`config.mk`:
```
export PLATFORM = sky130hd
export DESIGN_NAME = utf16_to_utf8_encoder
export DESIGN_NICKNAME = d
export VERILOG_FILES = /design/src/design/u16u8_pkg.sv /design/src/design/u16u8_front.sv /design/src/design/u16u8_queue.sv /design/src/design/u16u8_back.sv /design/src/design/utf16_to_utf8_encoder.sv
export SDC_FILE = /design/constraint.sdc
export NUM_CORES = 1
export LEC_CHECK = 0
export BUFFER_PORTS_ARGS = -buffer_cell sky130_fd_sc_hd__buf_2
export CAP_MARGIN = 20
export CORE_ASPECT_RATIO = 1.5
export CORE_MARGIN = 2
export CORE_UTILIZATION = 66
export DETAILED_ROUTE_END_ITERATION = 16
export HOLD_SLACK_MARGIN = 0.02
export PLACE_DENSITY = 0.85
export SYNTH_ARGS = -nofsm -noshare
export SYNTH_HDL_FRONTEND = slang
export SYNTH_SLANG_ARGS = --single-unit
export TNS_END_PERCENT = 50
```
`constraint.sdc`:
```
create_clock -name clk -period 10.28 [get_ports clk]
set_clock_uncertainty 0.1 [all_clocks]
set_input_delay 0.514 -clock clk [delete_from_list [all_inputs] [get_ports clk]]
set_output_delay 0.514 -clock clk [all_outputs]
set_load 0.01 [all_outputs]
```
`src/design/u16u8_pkg.sv`:
```
// Package for the UTF-16 to UTF-8 encoder: range limits, UTF-8 lead bytes,
// the job type that travels from the front end to the serializer, and the
// code point encoding function. No dependencies.
package u16u8_pkg;

  // Default depth of the job queue between front end and serializer.
  localparam int unsigned QDEPTH_DEF = 2;
  // Most bytes one code unit can cause: a flushed high surrogate plus 3 bytes.
  localparam int unsigned MAX_BYTES  = 6;

  // Surrogate ranges.
  localparam logic [15:0] HI_FIRST = 16'hD800;
  localparam logic [15:0] HI_LAST  = 16'hDBFF;
  localparam logic [15:0] LO_FIRST = 16'hDC00;
  localparam logic [15:0] LO_LAST  = 16'hDFFF;

  // Code point limits for the 1, 2 and 3 byte forms.
  localparam logic [20:0] MAX_1B    = 21'h00007F;
  localparam logic [20:0] MAX_2B    = 21'h0007FF;
  localparam logic [20:0] MAX_3B    = 21'h00FFFF;
  localparam logic [20:0] SUPP_BASE = 21'h010000;

  // Lead and continuation byte markers.
  localparam logic [7:0] LEAD2 = 8'b1100_0000;
  localparam logic [7:0] LEAD3 = 8'b1110_0000;
  localparam logic [7:0] LEAD4 = 8'b1111_0000;
  localparam logic [7:0] CONT  = 8'b1000_0000;

  typedef logic [2:0] cnt_t;

  // One encoded code point, first byte in entry 0.
  typedef struct packed {
    logic [3:0][7:0] b;
    cnt_t            n;
  } seq_t;

  // All bytes one code unit causes, first byte in entry 0.
  typedef struct packed {
    logic [MAX_BYTES-1:0][7:0] b;
    cnt_t                      n;
  } job_t;

  // Shortest UTF-8 form of one code point.
  function automatic seq_t encode_cp(input logic [20:0] cp);
    seq_t s;
    s = '0;
    if (cp <= MAX_1B) begin
      s.b[0] = {1'b0, cp[6:0]};
      s.n    = 3'd1;
    end else if (cp <= MAX_2B) begin
      s.b[0] = LEAD2 | {3'b000, cp[10:6]};
      s.b[1] = CONT  | {2'b00, cp[5:0]};
      s.n    = 3'd2;
    end else if (cp <= MAX_3B) begin
      s.b[0] = LEAD3 | {4'b0000, cp[15:12]};
      s.b[1] = CONT  | {2'b00, cp[11:6]};
      s.b[2] = CONT  | {2'b00, cp[5:0]};
      s.n    = 3'd3;
    end else begin
      s.b[0] = LEAD4 | {5'b00000, cp[20:18]};
      s.b[1] = CONT  | {2'b00, cp[17:12]};
      s.b[2] = CONT  | {2'b00, cp[11:6]};
      s.b[3] = CONT  | {2'b00, cp[5:0]};
      s.n    = 3'd4;
    end
    return s;
  endfunction

endpackage

```
`src/design/u16u8_front.sv`:
```
// Front end of the UTF-16 to UTF-8 encoder: classifies each code unit,
// keeps the pending high surrogate and builds the byte job for the queue.
// Depends on u16u8_pkg.
module u16u8_front
  import u16u8_pkg::*;
(
  input  logic        clk,
  input  logic        rst_n,
  input  logic        in_valid,
  output logic        in_ready,
  input  logic [15:0] code_unit,
  input  logic        string_end,
  output logic        push_valid,
  input  logic        push_ready,
  output job_t        push_job,
  output logic        pend
);

  logic       pend_r, pend_nxt;
  logic [9:0] held_r, held_nxt;
  logic       is_lo, is_hi, pair, accept;
  seq_t       seq_a, seq_b;

  // Classify the incoming unit.
  assign is_lo  = (code_unit >= LO_FIRST) && (code_unit <= LO_LAST);
  assign is_hi  = (code_unit >= HI_FIRST) && (code_unit <= HI_LAST);
  assign pair   = pend_r && is_lo;
  assign accept = in_valid && push_ready;

  // Bytes from the held surrogate: a full pair, or the lone high on its own.
  always_comb begin
    if (pair) begin
      seq_a = encode_cp({1'b0, held_r, code_unit[9:0]} + SUPP_BASE);
    end else begin
      seq_a = encode_cp({5'b00000, HI_FIRST[15:10], held_r});
    end
  end

  // Bytes from the new unit itself; lone lows and held highs give none.
  always_comb begin
    seq_b = '0;
    if (!is_lo && (!is_hi || string_end)) begin
      seq_b = encode_cp({5'b00000, code_unit});
    end
  end

  // Assemble the job in output order.
  always_comb begin
    if (pair) begin
      push_job.b = {16'h0000, seq_a.b};
      push_job.n = 3'd4;
    end else if (pend_r) begin
      push_job.b = {seq_b.b[2:0], seq_a.b[2:0]};
      push_job.n = cnt_t'(3'd3 + seq_b.n);
    end else begin
      push_job.b = {16'h0000, seq_b.b};
      push_job.n = seq_b.n;
    end
  end

  assign in_ready   = push_ready;
  assign push_valid = accept && (push_job.n != 3'd0);
  assign pend       = pend_r;

  // Surrogate hold state, updated on every accepted transaction.
  always_comb begin
    pend_nxt = pend_r;
    held_nxt = held_r;
    if (accept) begin
      pend_nxt = 1'b0;
      held_nxt = '0;
      if (!pair && is_hi && !string_end) begin
        pend_nxt = 1'b1;
        held_nxt = code_unit[9:0];
      end
    end
  end

  always_ff @(posedge clk) begin
    if (!rst_n) begin
      pend_r <= 1'b0;
      held_r <= '0;
    end else begin
      pend_r <= pend_nxt;
      held_r <= held_nxt;
    end
  end

endmodule

```
`src/design/u16u8_queue.sv`:
```
// Short job queue between the front end and the serializer, built from
// registers with a head and a tail pointer. Depends on u16u8_pkg.
module u16u8_queue
  import u16u8_pkg::*;
#(
  parameter int unsigned DEPTH = QDEPTH_DEF
) (
  input  logic                       clk,
  input  logic                       rst_n,
  input  logic                       push_valid,
  input  job_t                       push_job,
  output logic                       push_ready,
  output logic                       pop_valid,
  input  logic                       pop,
  output job_t                       pop_job,
  output logic [$clog2(DEPTH+1)-1:0] count
);

  localparam int unsigned PW = (DEPTH > 1) ? $clog2(DEPTH) : 1;
  localparam int unsigned CW = $clog2(DEPTH + 1);

  job_t          mem_r [DEPTH];
  logic [PW-1:0] wp_r, wp_nxt, rp_r, rp_nxt;
  logic [CW-1:0] cnt_r, cnt_nxt;
  logic          do_push, do_pop;

  assign push_ready = (cnt_r != CW'(DEPTH));
  assign pop_valid  = (cnt_r != '0);
  assign pop_job    = mem_r[rp_r];
  assign count      = cnt_r;
  assign do_push    = push_valid && push_ready;
  assign do_pop     = pop && pop_valid;

  // Pointer and fill count updates, pointers wrap at the depth.
  always_comb begin
    wp_nxt  = wp_r;
    rp_nxt  = rp_r;
    cnt_nxt = cnt_r;
    if (do_push) begin
      wp_nxt = (wp_r == PW'(DEPTH - 1)) ? '0 : PW'(wp_r + 1'b1);
    end
    if (do_pop) begin
      rp_nxt = (rp_r == PW'(DEPTH - 1)) ? '0 : PW'(rp_r + 1'b1);
    end
    if (do_push && !do_pop) begin
      cnt_nxt = CW'(cnt_r + 1'b1);
    end else if (do_pop && !do_push) begin
      cnt_nxt = CW'(cnt_r - 1'b1);
    end
  end

  always_ff @(posedge clk) begin
    if (!rst_n) begin
      wp_r  <= '0;
      rp_r  <= '0;
      cnt_r <= '0;
    end else begin
      wp_r  <= wp_nxt;
      rp_r  <= rp_nxt;
      cnt_r <= cnt_nxt;
    end
  end

  // Job storage needs no reset.
  always_ff @(posedge clk) begin
    if (do_push) begin
      mem_r[wp_r] <= push_job;
    end
  end

endmodule

```
`src/design/u16u8_back.sv`:
```
// Serializer of the UTF-16 to UTF-8 encoder, with a registered output (uses
// u16u8_pkg): sends queued jobs one byte per cycle while out_ready is high.
module u16u8_back
  import u16u8_pkg::*;
(
  input  logic       clk,
  input  logic       rst_n,
  input  logic       job_valid,
  input  job_t       job,
  output logic       job_pop,
  output logic       out_valid,
  input  logic       out_ready,
  output logic [7:0] out_byte,
  output logic       run_last
);

  job_t       cur_r, cur_nxt;
  cnt_t       idx_r, idx_nxt;
  logic       busy_r, busy_nxt;
  logic       ov_r, ov_nxt;
  logic [7:0] ob_r, ob_nxt;
  logic       ol_r, ol_nxt;
  logic       adv;

  // The output register may be refilled when empty or being taken.
  assign adv = !ov_r || out_ready;

  always_comb begin
    cur_nxt  = cur_r;
    idx_nxt  = idx_r;
    busy_nxt = busy_r;
    ov_nxt   = ov_r;
    ob_nxt   = ob_r;
    ol_nxt   = ol_r;
    job_pop  = 1'b0;
    if (adv) begin
      if (busy_r) begin
        // Continue the job in progress.
        ov_nxt   = 1'b1;
        ob_nxt   = cur_r.b[idx_r];
        ol_nxt   = (idx_r == cnt_t'(cur_r.n - 1'b1));
        idx_nxt  = cnt_t'(idx_r + 1'b1);
        busy_nxt = (idx_r != cnt_t'(cur_r.n - 1'b1));
      end else if (job_valid) begin
        // Start a new job and send its first byte straight away.
        job_pop  = 1'b1;
        ov_nxt   = 1'b1;
        ob_nxt   = job.b[0];
        ol_nxt   = (job.n == 3'd1);
        cur_nxt  = job;
        idx_nxt  = 3'd1;
        busy_nxt = (job.n != 3'd1);
      end else begin
        ov_nxt = 1'b0;
      end
    end
  end

  always_ff @(posedge clk) begin
    if (!rst_n) begin
      busy_r <= 1'b0;
      ov_r   <= 1'b0;
      idx_r  <= '0;
    end else begin
      busy_r <= busy_nxt;
      ov_r   <= ov_nxt;
      idx_r  <= idx_nxt;
    end
  end

  // Payload registers.
  always_ff @(posedge clk) begin
    cur_r <= cur_nxt;
    ob_r  <= ob_nxt;
    ol_r  <= ol_nxt;
  end

  assign out_valid = ov_r;
  assign out_byte  = ob_r;
  assign run_last  = ol_r;

endmodule

```
`src/design/utf16_to_utf8_encoder.sv`:
```
// Top level of the UTF-16 to UTF-8 encoder: front end, job queue and
// serializer. Depends on u16u8_pkg, u16u8_front, u16u8_queue, u16u8_back.
//
//  Channel | Direction | tdata              | tlast
//  in_     | input     | [15:0] code_unit   | string_end
//  out_    | output    | [7:0]  out_byte    | run_last
//
// A code unit is taken in every cycle while the job queue has room; it
// yields 0 to 6 bytes. The serializer sends one byte per cycle while
// out_tready is high, so the sustained input rate is bounded by the byte
// count of each unit (1 to 4 for usual text); a unit with none pushes no job.
// The first byte passes through the job queue, then the output register.
// Reset is synchronous and clears the surrogate hold, the queue and output.
// A stalled output fills the queue, after which in_tready goes low.
module utf16_to_utf8_encoder
  import u16u8_pkg::*;
#(
  parameter int unsigned QDEPTH = QDEPTH_DEF
) (
  input  logic        clk,
  input  logic        rst_n,
  input  logic        in_tvalid,
  output logic        in_tready,
  input  logic [15:0] in_tdata,   // [15:0] code_unit
  input  logic        in_tlast,
  output logic        out_tvalid,
  input  logic        out_tready,
  output logic [7:0]  out_tdata,  // [7:0] out_byte
  output logic        out_tlast
);

  localparam int unsigned CW = $clog2(QDEPTH + 1);

  logic          push_valid, push_ready, pop_valid, pop, pend;
  job_t          push_job, pop_job;
  logic [CW-1:0] q_count;

  // Classification and surrogate handling.
  u16u8_front u_front (
    .clk        (clk),
    .rst_n      (rst_n),
    .in_valid   (in_tvalid),
    .in_ready   (in_tready),
    .code_unit  (in_tdata),
    .string_end (in_tlast),
    .push_valid (push_valid),
    .push_ready (push_ready),
    .push_job   (push_job),
    .pend       (pend)
  );

  // Job queue.
  u16u8_queue #(
    .DEPTH (QDEPTH)
  ) u_queue (
    .clk        (clk),
    .rst_n      (rst_n),
    .push_valid (push_valid),
    .push_job   (push_job),
    .push_ready (push_ready),
    .pop_valid  (pop_valid),
    .pop        (pop),
    .pop_job    (pop_job),
    .count      (q_count)
  );

  // Byte serializer.
  u16u8_back u_back (
    .clk       (clk),
    .rst_n     (rst_n),
    .job_valid (pop_valid),
    .job       (pop_job),
    .job_pop   (pop),
    .out_valid (out_tvalid),
    .out_ready (out_tready),
    .out_byte  (out_tdata),
    .run_last  (out_tlast)
  );

  // The end of a string never leaves a surrogate held.
  a_end_clears_hold: assert property (@(posedge clk) disable iff (!rst_n)
    in_tvalid && in_tready && in_tlast |=> !pend)
    else $error("surrogate still held after end of string");

  // The queue fill count never passes its depth.
  a_count_bound: assert property (@(posedge clk) disable iff (!rst_n)
    q_count <= CW'(QDEPTH))
    else $error("job queue count beyond depth");

  // A plain unit with nothing held always produces output work.
  a_plain_makes_bytes: assert property (@(posedge clk) disable iff (!rst_n)
    in_tvalid && in_tready && !pend &&
    ((in_tdata < HI_FIRST) || (in_tdata > LO_LAST))
    |=> (q_count != '0) || out_tvalid)
    else $error("plain code unit produced no bytes");

endmodule
```
# Word-level counts from Yosys, hierarchy flattened
# Memory sizes are Yosys's and may differ from the RTL's. A register that Yosys moved wholly into a read port is not among the register bits.
# Cells that the tools add are included.
[totals]
register_bits = 80
mem_bits_rw = 102
inputBits = 21
out_inout_bits = 11
word_cells = 107
mem_count = 1
[memory_table]
columns = ["memory", "depth", "width", "rd", "rd_clocked_by_memory_dff", "wr", "line", "text"]
rows = [
  ["u_queue.mem_r", 2, 51, 1, 1, 1, "u16u8_queue.sv:22", "job_t mem_r [DEPTH];"],
]
[op_classes]
n_addsub = 8
order_cmp = 10
n_eq_ne = 5
mux = 38
n_bitwise = 1
reduce_logical = 27
[ops]
columns = ["cell", "count"]
rows = [
  ["two-way mux 51 bit", 2],
  ["two-way mux 35 bit", 2],
  ["two-way mux 8 bit", 5],
  [">= comparator 16 bit (second input constant)", 2],
  ["<= comparator 16 bit (second input constant)", 2],
  ["two-way mux 16 bit", 2],
  ["two-way mux 25 bit", 1],
  ["binary-select mux 8 bit (select 3 bit)", 1],
  ["two-way mux 24 bit", 1],
  ["two-way mux 11 bit", 2],
  ["adder 20 x 17 -> 21 bit (second input constant)", 1],
  ["<= comparator 21 x 11 -> 1 bit (second input constant)", 1],
  ["<= comparator 21 x 16 -> 1 bit (second input constant)", 1],
  ["<= comparator 21 x 7 -> 1 bit (second input constant)", 1],
  ["two-way mux 19 bit", 1],
  ["two-way mux 17 bit", 1],
  ["<= comparator 16 x 11 -> 1 bit (second input constant)", 1],
  ["<= comparator 16 x 7 -> 1 bit (second input constant)", 1],
  ["two-way mux 1 bit", 15],
  ["logical AND 1 bit", 12],
  ["two-way mux 10 bit", 1],
  ["logical NOT 1 bit", 7],
  ["two-way mux 3 bit", 2],
  ["nonzero test 2 bit", 3],
  ["18 further kinds", 21],
]

# Logic depth before layout (Yosys ltp)
[depth]
word_depth = 16
ltp_mapped = 10
depth_no_buf = 9

# By module
# A second synthesis with hierarchy kept.
[hier_totals]
hier_cells = 602
hier_area_um2 = 8418.1
[by_module_without_submodules]
columns = ["mod", "n_inst", "cells_each", "area_per_inst_um2", "seq_area_each_um2"]
rows = [
  ["u16u8_queue", 1, 183, 3910.0, 3163.0],
  ["u16u8_back", 1, 146, 2543.7, 1901.8],
  ["u16u8_front", 1, 273, 1964.4, 220.2],
]

# Worst setup path before layout
# OpenSTA, ideal clock, no wires.
[synth_timing]
kind = "input to register"
from = "input out_tready"
to = "register u_queue.cnt_r[1], in the netlist u_queue.count[1]"
setup_time_ns = 0.076
arrival_time_ns = 5.095
t_required_ns = 10.104
setup_slack_ns = 5.009
stages = 6
n_path_buf = 0
path_cell_list = "nor2b_1 nor3_1 inv_1 ha_1 or3_1 a21boi_0"
[synth_via]
elab_chain_cells = 6
word_cells_on_any_way = 8
classes_between = "mux (2); reduce/logical (6)"
[synth_rtl]
columns = ["item", "line", "text"]
rows = [
  ["start: declaration", "utf16_to_utf8_encoder.sv:27", "input logic out_tready,"],
  ["logical OR 1 bit (*)", "u16u8_back.sv:26", "assign adv = !ov_r || out_ready;"],
  ["two-way mux 1 bit (*)", "u16u8_back.sv:36", "if (adv) begin"],
  ["logical AND 1 bit (*)", "u16u8_queue.sv:32", "assign do_pop = pop && pop_valid;"],
  ["logical NOT 1 bit", "u16u8_queue.sv:45", "if (do_push && !do_pop) begin"],
  ["logical AND 1 bit", "u16u8_queue.sv:45", ""],
  ["two-way mux 2 bit or nonzero test 2 bit (tied branches)", "n/a", ""],
  ["end signal: assignment", "u16u8_queue.sv:60", "cnt_r <= cnt_nxt;"],
  ["end: declaration", "u16u8_queue.sv:24", "logic [CW-1:0] cnt_r, cnt_nxt;"],
]
# Every way passes the cells marked *; elsewhere a longest branch is shown, timed or not.
# A chain may end at the register's enable or synchronous reset.

==> run_results.csv <==
group,metric,value,unit
layout,multi_input_area,2510,um2
sta,drv_slew,0,
worst_hold_path,whs_path_depth,3,
route,remaining_drc_errors,0,
critical_path,cp-start-kind,"flop",
synth,ys_top_cells_by_count,"edfxtp_1, mux2_2, nor2_1",
pwr,p_leak,2.91,nW
clock_network,cts_setup_buffers,0,
synth,yosys.cell_count.top_type,"edfxtp_1",
sta,setup_violations,0,
route,ant_nets,0,
layout,drive_above_1_share,23.3,%
synth,synthCells,548,
layout,fin_util,75.9,%
grt,track_usage,30.8,%
synth,yosysUniqueCellTypes,63,
die,fp.coreArea,11100,um2
synth,synth_top_area_share,58.5,%
placement,dp_hpwl,12000,um
critical_path,startpoint,"u_front.held_r[0]$_SDFFE_PN0P_",
clock_network,ctsResizeCount,0,
synth,synth_area_leader_cell,"edfxtp_1",
route,dr.first_iter.drc_count,546,
synth,ys_seq_area_share,64.1,%
route,wirelength,18300,um
die,die_w,91.3,um
clock_network,cts_tree,"done",
worst_hold_path,holdCritStartpoint,"in_tdata[9]",
sta,rsz0062_at_grt,"false",
grt,grt_pass1_vias,5009,
die,core.rowCount,47,
critical_path,crit_arrival,3140,ps
clock_network,htree_levels,4,
pwr,powerDensity,251,nW/um2
worst_hold_path,hold_path_class,"input pin to flop",
synth,synth_nets,574,
route,route.vias.total,4910,
critical_path,end_kind,"flop",
layout,nets,597,
sta,hold_viol,0,
synth,yosys_warnings,0,
clock_network,cts_root_buf,"clkbuf_16",
clock_network,cts_hold_buffers,0,
grt,gr-total-overflow,0,
sta,fin_crit,3010,ps
clock_network,clockBufferDepth,2,
route,drt-wirelength-per-cell,25.1,um
clock_network,clk_latency,420,ps
sta,hold_slack,420,ps
layout,antennaDiodeCount,0,
synth,synthTopCellsByArea,"edfxtp_1, mux2_2, dfxtp_1, a22oi_1, nor2_1",
layout,area_growth,11.9,%
clock_network,clkTransAtPathRegs,60,ps
sta,tns,0,ps
sta,fin_crit_sh,29.3,%
grt,grt_pass1_wl,27900,um
die,io_pins,32,
die,die_y,135,um
critical_path,reg2reg_from,"u_front.held_r[0]$_SDFFE_PN0P_",
layout,fill_cells,642,
synth,synthFlopType,"edfxtp_1",
synth,async_reset_ff_share,0,%
placement,port_buffers,31,
synth,synth_area,7540,um2
route,dr.pass1.iters,5,
sta,maxSlewHeadroom,34.6,%
critical_path,cp.required,10400,ps
grt,grt_max_degree,49,
critical_path,critPathKind,"flop to flop",
synth,synth_edf_count,147,
synth,syn_area_per_cell,13.8,um2
layout,regArea,4840,um2
die,start_util,67.8,%
placement,dp_cells,698,
flow_run,max_cap_viol_count,0,
placement,gp_congestion,1.03,
route,via_per_inst,6.72,
clock_network,numClockSinks,168,
critical_path,r2r_cells,7,
sta,fmax,0.332,GHz
synth,synth.ff_latch_count,168,
die,die-area,12300,um2
run_status,status,"finished clean",
grt,antenna_found_initial,0,
pwr,ir_drop,0.123,mV
layout,finalNonFillerCells,731,
critical_path,cp_max_fo,13,
clock_network,numCtsBuffers,17,
sta,worst_pin_slew,962,ps
==> flip-flops by register name (all words and copies together) (netlist names), named ones only <==
register          count
u_front.held_r       10
u_back.cur_r         46
u_back.run_last       1
u_back.busy_r         1
u_queue.rp_r          1
u_back.out_valid      1
u_queue.wp_r          1
u_back.idx_r          3
u_back.out_byte       8
u_queue.mem_r        92
u_queue.count         2
u_front.pend          1
==> cells in the final DEF, fill, tap and decap left out, types with 4 or more instances in the layout <==
| master | synthesis | routed |
|---|---|---|
| o21bai_1 | 5 | 5 |
| bufinv_16 | 0 | 4 |
| a21oi_1 | 20 | 20 |
| o21ai_0 | 14 | 14 |
| mux2i_1 | 12 | 12 |
| xnor2_1 | 5 | 5 |
| clkbuf_16 | 0 | 17 |
| a221o_1 | 7 | 7 |
| inv_1 | 13 | 13 |
| dfxtp_1 | 21 | 20 |
| xor2_1 | 4 | 4 |
| nand2_1 | 24 | 24 |
| o221ai_1 | 8 | 8 |
| o21a_1 | 11 | 11 |
| a22oi_1 | 20 | 20 |
| buf_4 | 0 | 7 |
| buf_2 | 9 | 32 |
| nor2_1 | 38 | 38 |
| mux2_2 | 46 | 46 |
| a211o_1 | 4 | 4 |
| edfxtp_1 | 147 | 147 |
| nand2b_1 | 4 | 4 |
| nor3_1 | 10 | 8 |
| nand4_1 | 4 | 4 |
| nand3_1 | 4 | 4 |
| and3_1 | 14 | 14 |
| ha_1 | 5 | 5 |
| nor2b_1 | 18 | 18 |
| and2_1 | 5 | 4 |
| mux4_2 | 6 | 6 |
==> critical path: stages (launching register included) <==
cell and delay, ps:
dfxtp_1 530, nand4_1 150, nor3_2 190, and4_4 280
mux2i_2 810, mux2i_1 190, a211o_1 320, a22oi_1 230
==> stage by stage <==
stage          total power [W]  worst slack, ps  area (um2)
2_1_floorplan          0.00131             5010        7540
3_3_place_gp           0.00141             6950        7790
3_5_place_dp           0.00145             6900        7790
4_1_cts                0.00212             7300        8420
5_1_grt                0.00219             7130        8440
6_report               0.00212             7270        8440
==> final timing paths <==
kind | to | slack [ps]
worst min register to register | u_queue.count[1]$_SDFFE_PN0P_ | 450
worst max-delay path | u_queue.mem_r[1][11]$_DFFE_PP_ | 7270
worst max register to register | u_queue.mem_r[1][11]$_DFFE_PP_ | 7270
worst min-delay path | u_front.held_r[9]$_SDFFE_PN0P_ | 420
==> logic make-up (layout without fill, tap and decap cells) <==
logic type                 Yosys count  count (layout)  synth area share [%]
muxes                               65              65                  10.4
and+or+nand+nor                    135             135                  9.36
DFF                                168             168                  64.1
AOI/OAI and AO/OA                  117             117                  11.5
xor gates and xnor gates             9               9                  1.05
buffers and inverters               49              85                  2.72
adders and majority gates            5               5                 0.830
==> layout make-up <==
cell class	count	share of cell area (%)
multi-input combinational	331	29.8
inverter	13	0.578
sequential	168	57.3
clock inverter	11	2.03
timing repair buffer	40	2.76
tap	147	2.18
clock buffer	21	5.34
==> power by group <==
| part | internal, W | total (W) | switching [W] |
|---|---|---|---|
| Combinational | 0.000174 | 0.000428 | 0.000253 |
| Sequential | 0.000951 | 0.00102 | 0.0000697 |
| Clock | 0.000414 | 0.000670 | 0.000256 |
==> per-layer routing <==
layer  part of all wire, %  vias up  wire length (um)  global-route usage [%]
li1                      -     2143                 -                       -
met3                   6.7       55              1230                    5.64
met1                    37     2423              6720                    37.3
met5                     0        -                 0                       0
met4                   3.8        0               705                    14.0
met2                    53      289              9660                    53.8
No activity file was read; power rests on OpenSTA's default activity.
